--- src/rtl/indexed_list_insert_remove_macros.svh ---
// assertion macros for the indexed list block
`ifndef INDEXED_LIST_INSERT_REMOVE_MACROS_SVH
`define INDEXED_LIST_INSERT_REMOVE_MACROS_SVH

`ifndef SYNTH
// condition holds at every clock edge outside reset
`define ILIR_ASSERT_ALWAYS(lbl, cond) \
   lbl: assert property (@(posedge clock) disable iff (reset) (cond)) \
      else $error("indexed list assertion failed");
// condition in one cycle implies consequence in the next
`define ILIR_ASSERT_NEXT(lbl, ante, cons) \
   lbl: assert property (@(posedge clock) disable iff (reset) (ante) |=> (cons)) \
      else $error("indexed list assertion failed");
`else
`define ILIR_ASSERT_ALWAYS(lbl, cond)
`define ILIR_ASSERT_NEXT(lbl, ante, cons)
`endif

`endif

--- src/rtl/ilir_pkg.sv ---
// shared types and codes for the indexed list block
`default_nettype none

package ilir_pkg;

   // wide enough for any supported capacity (up to 4096 entries)
   localparam int unsigned POS_BITS = 13;

   typedef logic [POS_BITS-1:0] pos_type;

   // command codes
   localparam logic [2:0] CMD_APPEND = 3'd0;
   localparam logic [2:0] CMD_INSERT = 3'd1;
   localparam logic [2:0] CMD_REMOVE = 3'd2;
   localparam logic [2:0] CMD_POP    = 3'd3;
   localparam logic [2:0] CMD_READ   = 3'd4;

   // status codes
   localparam logic [1:0] ST_OK        = 2'd0;
   localparam logic [1:0] ST_BAD_INDEX = 2'd1;
   localparam logic [1:0] ST_EMPTY     = 2'd2;
   localparam logic [1:0] ST_FULL      = 2'd3;

   // per-cycle control broadcast along the cell row
   typedef struct packed {
      logic    append_en;
      logic    insert_en;
      logic    remove_en;
      pos_type pos;
      pos_type tail;
   } cell_ctrl_type;

endpackage

`default_nettype wire

--- src/rtl/ilir_cell.sv ---
// one storage cell of the list row, shifts with its neighbors
`default_nettype none

module ilir_cell #(
   parameter int unsigned WIDTH = 32,
   parameter int unsigned POS   = 0
) (
   input  wire                        clock,
   input  wire ilir_pkg::cell_ctrl_type ctrl,
   input  wire  [WIDTH-1:0]           below_data,
   input  wire  [WIDTH-1:0]           above_data,
   input  wire  [WIDTH-1:0]           new_data,
   output logic [WIDTH-1:0]           data_out
);

   localparam ilir_pkg::pos_type MY_POS = ilir_pkg::pos_type'(POS);

   logic [WIDTH-1:0] data_ff;
   logic [WIDTH-1:0] data_in;

   // pick the next word: new value, neighbor below, neighbor above or hold
   always_comb begin
      data_in = data_ff;
      if (ctrl.append_en && (MY_POS == ctrl.tail)) begin
         data_in = new_data;
      end else if (ctrl.insert_en) begin
         if (MY_POS == ctrl.pos) begin
            data_in = new_data;
         end else if (MY_POS > ctrl.pos) begin
            data_in = below_data;
         end
      end else if (ctrl.remove_en && (MY_POS >= ctrl.pos)) begin
         data_in = above_data;
      end
   end

   always_ff @(posedge clock) begin
      data_ff <= data_in;
   end

   assign data_out = data_ff;

endmodule

`default_nettype wire

--- config.mk ---
export PLATFORM = sky130hd
export DESIGN_NAME = ilir_cell
export DESIGN_NICKNAME = d
export VERILOG_FILES = /design/src/rtl/indexed_list_insert_remove_macros.svh /design/src/rtl/ilir_pkg.sv /design/src/rtl/ilir_cell.sv
export SDC_FILE = /design/constraint.sdc
export NUM_CORES = 1
export LEC_CHECK = 0
export ABC_CLOCK_PERIOD_IN_PS = 6000
export BUFFER_PORTS_ARGS = -buffer_cell sky130_fd_sc_hd__buf_4
export CAP_MARGIN = 25
export CORE_ASPECT_RATIO = 1.2
export CORE_MARGIN = 8
export CORE_UTILIZATION = 43
export CTS_BUF_LIST = sky130_fd_sc_hd__clkbuf_4
export CTS_CLUSTER_SIZE = 12
export DETAILED_ROUTE_END_ITERATION = 8
export GPL_TIMING_DRIVEN = 0
export PLACE_DENSITY = 0.88
export SYNTH_ARGS = -nofsm -noshare
export SYNTH_HDL_FRONTEND = slang
export SYNTH_SLANG_ARGS = --single-unit
--- constraint.sdc ---
create_clock -name clock -period 6 [get_ports clock]
set_input_delay 1.5 -clock clock [delete_from_list [all_inputs] [get_ports clock]]
set_output_delay 1.5 -clock clock [all_outputs]
set_load 0.02 [all_outputs]
==> results of run 1 <==
-- logic make-up after synthesis --
| group | synth area share (%) |
|---|---|
| AND/OR/NAND/NOR | 25.7 |
| AO/OA/AOI/OAI | 25.7 |
| buffers and inverters | 7.90 |
| flip-flops | 40.7 |
-- worst paths after layout --
check               startpoint      endpoint  depth (start not counted)
setup / recovery      ctrl[22]  data_out[14]                          6
hold / removal    new_data[30]  data_out[30]                          2
-- power groups by stage --
| stage | registers [µW] | logic [µW] | clock network [µW] |
|---|---|---|---|
| 5_1_grt | 247 | 139 | 141 |
| 4_1_cts | 247 | 129 | 129 |
| 2_1_floorplan | 253 | 53.0 | 0 |
| 3_5_place_dp | 252 | 128 | 0 |
| 6_report | 247 | 129 | 127 |
| 3_3_place_gp | 252 | 124 | 0 |
-- synthesized netlist by cell type --
library cell / n
nor3_1: 63
edfxtp_1: 32
a211oi_2: 31
nand2b_1: 31
o22ai_1: 31
clkbuf_1: 13
buf_6: 10
nor2_1: 4
and4_1: 2
buf_2: 2
nand4_1: 2
nor4_1: 2
nor4_2: 2
a21oi_1: 1
a31oi_1: 1
buf_1: 1
buf_4: 1
inv_1: 1
nor4b_2: 1
o21ai_0: 1
o22a_1: 1
-- metal layers --
layer / GRT usage, % / routed length [µm]
met5: 0 / 0
met4: 8.66 / 156
met3: 5.70 / 634
met2: 35.0 / 4520
met1: 22.0 / 3310
-- area by class of cell --
cell class / count / area (µm²) / area share, %
multi-input cells: 173 / 1220 / 33.0
repair buffers: 158 / 1210 / 32.5
flip-flops and latches: 32 / 961 / 25.9
plain buffers: 27 / 183 / 4.92
well taps: 62 / 77.6 / 2.09
clock buffers: 7 / 52.6 / 1.41
clock inverters: 1 / 3.75 / 0.101
inverters: 1 / 3.75 / 0.101
diodes: 1 / 2.50 / 0.0674
-- through the flow --
step / area [µm²] / total power [µW] / setup WS, ns / TNS [ns] / instances
3_3_place_gp: 3620 / 376 / -0.467 / -14.88 / 452
3_5_place_dp: 3660 / 381 / 2.26 / 0 / 453
5_1_grt: 3710 / 527 / 2.42 / 0 / 462
4_1_cts: 3710 / 505 / 2.62 / 0 / 461
6_report: 3710 / 503 / 2.65 / 0 / 462
2_1_floorplan: 2360 / 306 / 0.939 / 0 / 233
==> impl_metrics.toml, run 1 <==
[final_layout]
syn_to_final_growth_pct = 57.3
fill_cells = 438
final_core_util_pct = 70.1
fin_nets = 524
largest_reg_flops = 32
final_cell_mix = "buf_4, nor3_1, edfxtp_1"
layout_commonest_cell = "buf_4"
drive_gt1_share_pct = 53.4

[cts]
cts_setup_buffers = 0
cts_hold_buf = 0
clk_pin_slew_worst_paths_ns = 0.10
cts_root_buf = "clkbuf_4"
cts_tree = "yes"
cts.sinks = 32
htreeDepth = 2
cts_buffer_depth = 2
cts_buffers = 5
cts_resized = 0

[power_and_ir_drop]
ir_worst_vdd_mv = 0.0733
leakagePower_uw = 0.00148
swShare_pct = 23.9
p_per_area_mw_per_mm2 = 135
pwr-share-comb_pct = 25.5
pwr-share-seq_pct = 49.1
p_switching_uw = 120
pwr-share-clk_pct = 25.3
power.internal_uw = 383

[timing]
tightestPinTransition_ns = 0.679
max-slew-margin-rel_pct = 54.7
period_needed_ns = 3.35
hold_ws_ns = 1.46
fmax_mhz = 298
setup_viol = 0
drv_slew = 0
timing.final.crit_share_pct = 55.9
finalHoldViolCount = 0
rsz0062_at_grt = "false"

[place]
numPortBuffers = 157
finalWeightedCongestion = 0.839
dpl.hpwl_mm = 6.97

[routing]
wl_mm = 8.62
via_count = 2601
drt-initial-drc-count = 121
remaining_drc_errors = 0
first_pass_iters = 4
via_per_inst = 5.63
wl_per_cell_um = 18.7
ant_nets = 0

[critical_path]
crit_arrival_ns = 3.40
cp_slowest_cell = "o21ai_4"
critPathBufInv = 3
cp_max_fo = 18
worst_path_largest_cell_delay_ns = 0.56
critPathLaunchType = "input pin"
crit_required_ns = 6.04
critical-path-top-delay-family = "buffers and inverters"
criticalPathCategory = "in -> reg"
crit_chain = "buf_4 > nor4_1 > nand4_1 > clkbuf_1 > o21ai_4 > buf_16"
cp-end-kind = "register"

[run_status]
outcome = "finished, final reports clean"

[logic_synthesis]
synth_top_cell_by_area = "edfxtp_1"
syn_area_per_cell_um2 = 10.1
syn_nets = 359
ys_warn_count = 0
yosysSeqAreaShare_pct = 40.7
syn_inst = 233
synth.ff_latch_count = 32
synth_cell_types = 21
synth_area_mm2 = 0.00236
synth_top_area_share_pct = 40.7
synth_area_leaders = "edfxtp_1, a211oi_2, nor3_1"

[floorplanning]
rows = 29
die_y_um = 97.2
core_area_mm2 = 0.00530
die_area_mm2 = 0.00813
die_w_um = 83.6
start_util_pct = 44.6
io_pins = 158

[grt]
grt.overflow.total = 0
grt_pass1_vias = 2771
track_usage_pct = 20.1
grt_start_max_net_pins = 19
grt_pass1_wl_mm = 13.5
antenna_found_initial = 1

[job]
cap_violations = 0

[worst_hold_path]
min_path_type = "in -> reg"
Power figures use the tool's default switching activity.
==> run 2, diff against run 1 <==
--- a/config.mk
+++ b/config.mk
@@ -5,7 +5,7 @@
 export SDC_FILE = /design/constraint.sdc
 export NUM_CORES = 1
 export LEC_CHECK = 0
-export ABC_CLOCK_PERIOD_IN_PS = 6000
+export ABC_CLOCK_PERIOD_IN_PS = 3500
 export BUFFER_PORTS_ARGS = -buffer_cell sky130_fd_sc_hd__buf_4
 export CAP_MARGIN = 25
 export CORE_ASPECT_RATIO = 1.2
==> constraint.sdc (replaced) <==
create_clock -name clock -period 3.5 [get_ports clock]
set_input_delay 0.875 -clock clock [delete_from_list [all_inputs] [get_ports clock]]
set_output_delay 0.875 -clock clock [all_outputs]
set_load 0.02 [all_outputs]
==> impl_metrics.toml, run 2 (synthesis gave the netlist of run 1 again) <==
[run_status]
outcome = "finished, final reports clean"

[routing]
first_pass_iters = 4
wl_mm = 8.68
via_count = 2605
topRoutingLayerUsed = "met4"
remaining_drc_errors = 0
wl_met3_um = 641
wl_per_cell_um = 18.8
drt-initial-drc-count = 167
wl_met1_mm = 3.34
via_per_inst = 5.65
met2_wirelength_mm = 4.58
ant_nets = 0

[cts]
cts_hold_buf = 0
cts_buffer_depth = 2
cts_setup_buffers = 0
cts_root_buf = "clkbuf_4"
cts_resized = 0
clk_pin_slew_worst_paths_ns = 0.11
cts_tree = "yes"
cts.sinks = 32
cts_buffers = 5
htreeDepth = 2

[grt]
antenna_found_initial = 0
grt_start_max_net_pins = 19
track_usage_pct = 19.6
grt.overflow.total = 0
grt_pass1_wl_mm = 13.3
grt_pass1_vias = 2723

[power_and_ir_drop]
p_switching_uw = 211
p_total_uw = 849
p_per_area_mw_per_mm2 = 229
power.internal_uw = 638
leakagePower_uw = 0.00148
ir_worst_vdd_mv = 0.110
swShare_pct = 24.9
pwr-share-comb_pct = 26.0
pwr-share-clk_pct = 24.1
pwr-share-seq_pct = 49.9

[timing]
max-slew-margin-rel_pct = 54.1
drv_slew = 0
period_needed_ns = 2.73
hold_ws_ns = 0.848
rsz0062_at_grt = "false"
tightestPinTransition_ns = 0.688
finalHoldViolCount = 0
setup_viol = 0
fin_setup_tns_ns = 0
timing.final.crit_share_pct = 78.0
fmax_mhz = 366

[critical_path]
cp_slowest_cell = "o21ai_4"
critical-path-top-delay-family = "buffers and inverters"
worst_path_largest_cell_delay_ns = 0.54
critPathLaunchType = "input pin"
critPathBufInv = 3
cp-end-kind = "register"
crit_required_ns = 3.55
cp_max_fo = 18
crit_arrival_ns = 2.78
crit_chain = "buf_4 > nor4_1 > nand4_1 > clkbuf_1 > o21ai_4 > buf_16"
startpoint = "ctrl[15]"
criticalPathCategory = "in -> reg"

[floorplanning]
die_area_mm2 = 0.00813
rows = 29
start_util_pct = 44.6
die_w_um = 83.6
core_area_mm2 = 0.00530
io_pins = 158
die_y_um = 97.2

[final_layout]
syn_to_final_growth_pct = 57.0
design_area_mm2 = 0.00371
final_cell_mix = "buf_4, nor3_1, edfxtp_1"
largest_reg_flops = 32
final_core_util_pct = 70.0
n_antenna_cell = 0
drive_gt1_share_pct = 53.4
layout_commonest_cell = "buf_4"
fin_nets = 524

[place]
place_area_mm2 = 0.00366
numPortBuffers = 157
dpl.hpwl_mm = 6.92
finalWeightedCongestion = 0.814

[job]
cap_violations = 0

[worst_hold_path]
min_path_type = "in -> reg"
min_from = "new_data[30]"
[run 2: final timing paths]
kind / to / slack, ns / cells past startpoint
setup / recovery: data_out[6] / 0.77 / 6
hold / removal: data_out[30] / 0.85 / 2
[run 2: final cells by class]
cell class	count	area, µm²
Fill cell	433	1590
Clock buffer	5	37.5
Buffer	27	183
Inverter	1	3.75
Clock inverter	3	13.8
Tap cell	62	77.6
Multi-Input combinational cell	173	1220
Sequential cell	32	961
Timing Repair Buffer	158	1210
[run 2: power groups by stage]
stage / logic, µW / clock network, µW / registers (µW)
after floorplan: 91.0 / 0 / 433
after global placement: 213 / 0 / 433
after detailed placement: 220 / 0 / 433
after CTS: 221 / 208 / 424
after global routing: 237 / 223 / 424
final: 221 / 205 / 424
[run 2: per-stage QoR]
stage | worst slack [ns] | std cells
global route | 0.563 | 461
floorplan | 0.525 | 233
global placement | -0.218 | 452
finish | 0.768 | 461
detailed placement | 0.397 | 453
CTS | 0.755 | 461
[run 2: routing by layer]
layer,global-route usage [%],up-vias
met5,0,-
met4,5.59,0
met3,5.45,11
met2,35.6,139
met1,21.4,1202
li1,-,1253
==> run 3, diff against run 2 <==
--- a/config.mk
+++ b/config.mk
@@ -5,17 +5,18 @@
 export SDC_FILE = /design/constraint.sdc
 export NUM_CORES = 1
 export LEC_CHECK = 0
-export ABC_CLOCK_PERIOD_IN_PS = 3500
+export ABC_AREA = 1
+export ABC_CLOCK_PERIOD_IN_PS = 2650
 export BUFFER_PORTS_ARGS = -buffer_cell sky130_fd_sc_hd__buf_4
 export CAP_MARGIN = 25
 export CORE_ASPECT_RATIO = 1.2
 export CORE_MARGIN = 8
-export CORE_UTILIZATION = 43
+export CORE_UTILIZATION = 45
 export CTS_BUF_LIST = sky130_fd_sc_hd__clkbuf_4
 export CTS_CLUSTER_SIZE = 12
 export DETAILED_ROUTE_END_ITERATION = 8
 export GPL_TIMING_DRIVEN = 0
-export PLACE_DENSITY = 0.88
+export PLACE_DENSITY = 0.89
 export SYNTH_ARGS = -nofsm -noshare
 export SYNTH_HDL_FRONTEND = slang
 export SYNTH_SLANG_ARGS = --single-unit
==> constraint.sdc (replaced) <==
create_clock -name clock -period 2.65 [get_ports clock]
set_input_delay 0.6625 -clock clock [delete_from_list [all_inputs] [get_ports clock]]
set_output_delay 0.6625 -clock clock [all_outputs]
set_load 0.02 [all_outputs]
==> impl_metrics.toml, run 3 <==
[cts]
cts_root_buf = "clkbuf_4"
cts_resized = 0
cts_hold_buf = 0
htreeDepth = 2
cts_buffers = 5
clk_pin_slew_worst_paths_ns = 0.11
cts_setup_buffers = 0
cts.sinks = 32
cts_buffer_depth = 2
cts_tree = "yes"

[final_layout]
layout_commonest_cell = "buf_4"
syn_to_final_growth_pct = 51.4
n_antenna_cell = 0
design_area_mm2 = 0.00392
fill_cells = 475
fin_nets = 667
largest_reg_flops = 32
final_cell_mix = "buf_4, nand2_1, nand3_1"
drive_gt1_share_pct = 36.6

[power_and_ir_drop]
leakagePower_uw = 0.00213
p_switching_uw = 286
pwr-share-seq_pct = 50.6
pwr-share-clk_pct = 24.2
power.internal_uw = 822
pwr-share-comb_pct = 25.2
p_per_area_mw_per_mm2 = 282
ir_worst_vdd_mv = 0.156
swShare_pct = 25.8

[routing]
drt-initial-drc-count = 183
remaining_drc_errors = 0
wl_per_cell_um = 15.6
via_count = 3153
ant_nets = 0
first_pass_iters = 5
wl_mm = 9.45
via_per_inst = 5.21

[grt]
antenna_found_initial = 0
grt_start_max_net_pins = 20
grt.overflow.total = 0
track_usage_pct = 22.6
grt_pass1_wl_mm = 15.6
grt_pass1_vias = 3344

[worst_hold_path]
hold_path_depth = 5
min_from = "below_data[26]"
min_to = "data_out[26]"
min_path_type = "in -> reg"

[logic_synthesis]
synth_area_mm2 = 0.00259
synthArstFlopShare_pct = 0
synth_area_leaders = "edfxtp_1, nand3_1, nand2_1"
syn_nets = 502
synth_top_cell_by_area = "edfxtp_1"
synth_edf_count = 32
synth_top_area_share_pct = 37.1
synth_commonest_cells = "nand2_1, nand3_1, inv_1"
yosysSeqAreaShare_pct = 37.1
ys_warn_count = 0
syn_area_per_cell_um2 = 6.89
synth_cell_types = 19
synth-main-ff-cell = "edfxtp_1"
synth_most_common_cell = "nand2_1"
synth.ff_latch_count = 32
syn_inst = 376

[critical_path]
cp_slowest_cell = "inv_1"
crit_arrival_ns = 2.50
worst_path_largest_cell_delay_ns = 0.48
crit_chain = "buf_4 > nor2_1 > nand2_1 > nor2_2 > nand2_1 > buf_2 > nand2_1 > o21ai_1 > inv_1 > buf_16"
cp-end-kind = "register"
crit_path_frequent_cell = "nand2_1"
cp_max_fo = 19
critPathLaunchType = "input pin"
criticalPathCategory = "in -> reg"
crit_required_ns = 2.69

[timing]
tightestPinTransition_ns = 0.658
max-slew-margin-rel_pct = 56.1
setup_viol = 0
finalHoldViolCount = 0
rsz0062_at_grt = "false"
timing.final.crit_share_pct = 92.7
fmax_mhz = 407
drv_slew = 0
period_needed_ns = 2.46
worst_slack_ns = 0.193

[floorplanning]
die_w_um = 85.3
start_util_pct = 46.0
die_y_um = 99.1
rows = 30
core_area_mm2 = 0.00563
io_pins = 158
die_area_mm2 = 0.00846

[place]
place_ws_ns = -0.161
dpl.hpwl_mm = 7.39
finalWeightedCongestion = 0.807
numPortBuffers = 157
place_area_mm2 = 0.00388

[run_status]
outcome = "finished, final reports clean"

[job]
cap_violations = 0
==> run 3: logic make-up after synthesis <==
| family | Yosys count | share of synthesized area [%] |
|---|---|---|
| AOI/OAI and AO/OA | 2 | 0.531 |
| buffers and inverters | 91 | 15.2 |
| and+or+nand+nor | 251 | 47.2 |
| DFF | 32 | 37.1 |
==> run 3: final cells by class <==
type                            instances  area [µm²]  area share [%]
Clock buffer                            5        37.5           0.957
Tap cell                               64        80.1            2.04
Sequential cell                        32         961            24.5
Inverter                               67         251            6.41
Clock inverter                          2        7.51           0.191
Timing Repair Buffer                  158        1210            30.7
Multi-Input combinational cell        253        1240            31.5
Buffer                                 24         143            3.64
==> run 3: worst max-delay path, delay by kind of cell <==
| family | cells | cell delay [ns] |
|---|---|---|
| and+or+nand+nor | 5 | 0.69 |
| AOI/OAI and AO/OA | 1 | 0.06 |
| buffers and inverters | 4 | 1.07 |
==> run 3: worst max path at each step <==
| stage | startpoint | to | slack, ns | cells past startpoint |
|---|---|---|---|---|
| finish | ctrl[18] | data_out[12] | 0.19 | 10 |
| global route | ctrl[14] | data_out[12] | 0.003 | 10 |
| CTS | ctrl[14] | data_out[12] | 0.20 | 10 |
| detailed placement | ctrl[14] | data_out[10] | -0.16 | 10 |
| global placement | ctrl[20] | data_out[10] | -0.50 | 9 |
| floorplan | ctrl[1] | data_out[0] | 0.21 | 7 |
==> run 3: power groups by stage <==
stage	Clock (µW)	Combinational, µW	Sequential (µW)
6_report	268	279	560
5_1_grt	292	309	560
4_1_cts	269	278	560
3_5_place_dp	0	278	572
3_3_place_gp	0	268	572
2_1_floorplan	0	110	572
==> run 3: metal layers <==
| metal | part of all wire [%] | track usage (%) |
|---|---|---|
| met1 | 35 | 22.9 |
| met2 | 52 | 40.5 |
| met3 | 8.9 | 6.52 |
| met4 | 4.6 | 12.7 |
| met5 | 0 | 0 |
==> run 3: through the flow <==
step	total power [µW]	setup TNS (ns)	instances	utilization [%]	hold slack, ns
2_1_floorplan	682	0	376	-	0.938
3_3_place_gp	839	-15.85	597	68.4	1.03
3_5_place_dp	849	-3.04	598	68.9	1.04
4_1_cts	1110	0	605	69.7	0.684
5_1_grt	1160	0	605	69.7	0.702
6_report	1110	0	605	69.7	0.697
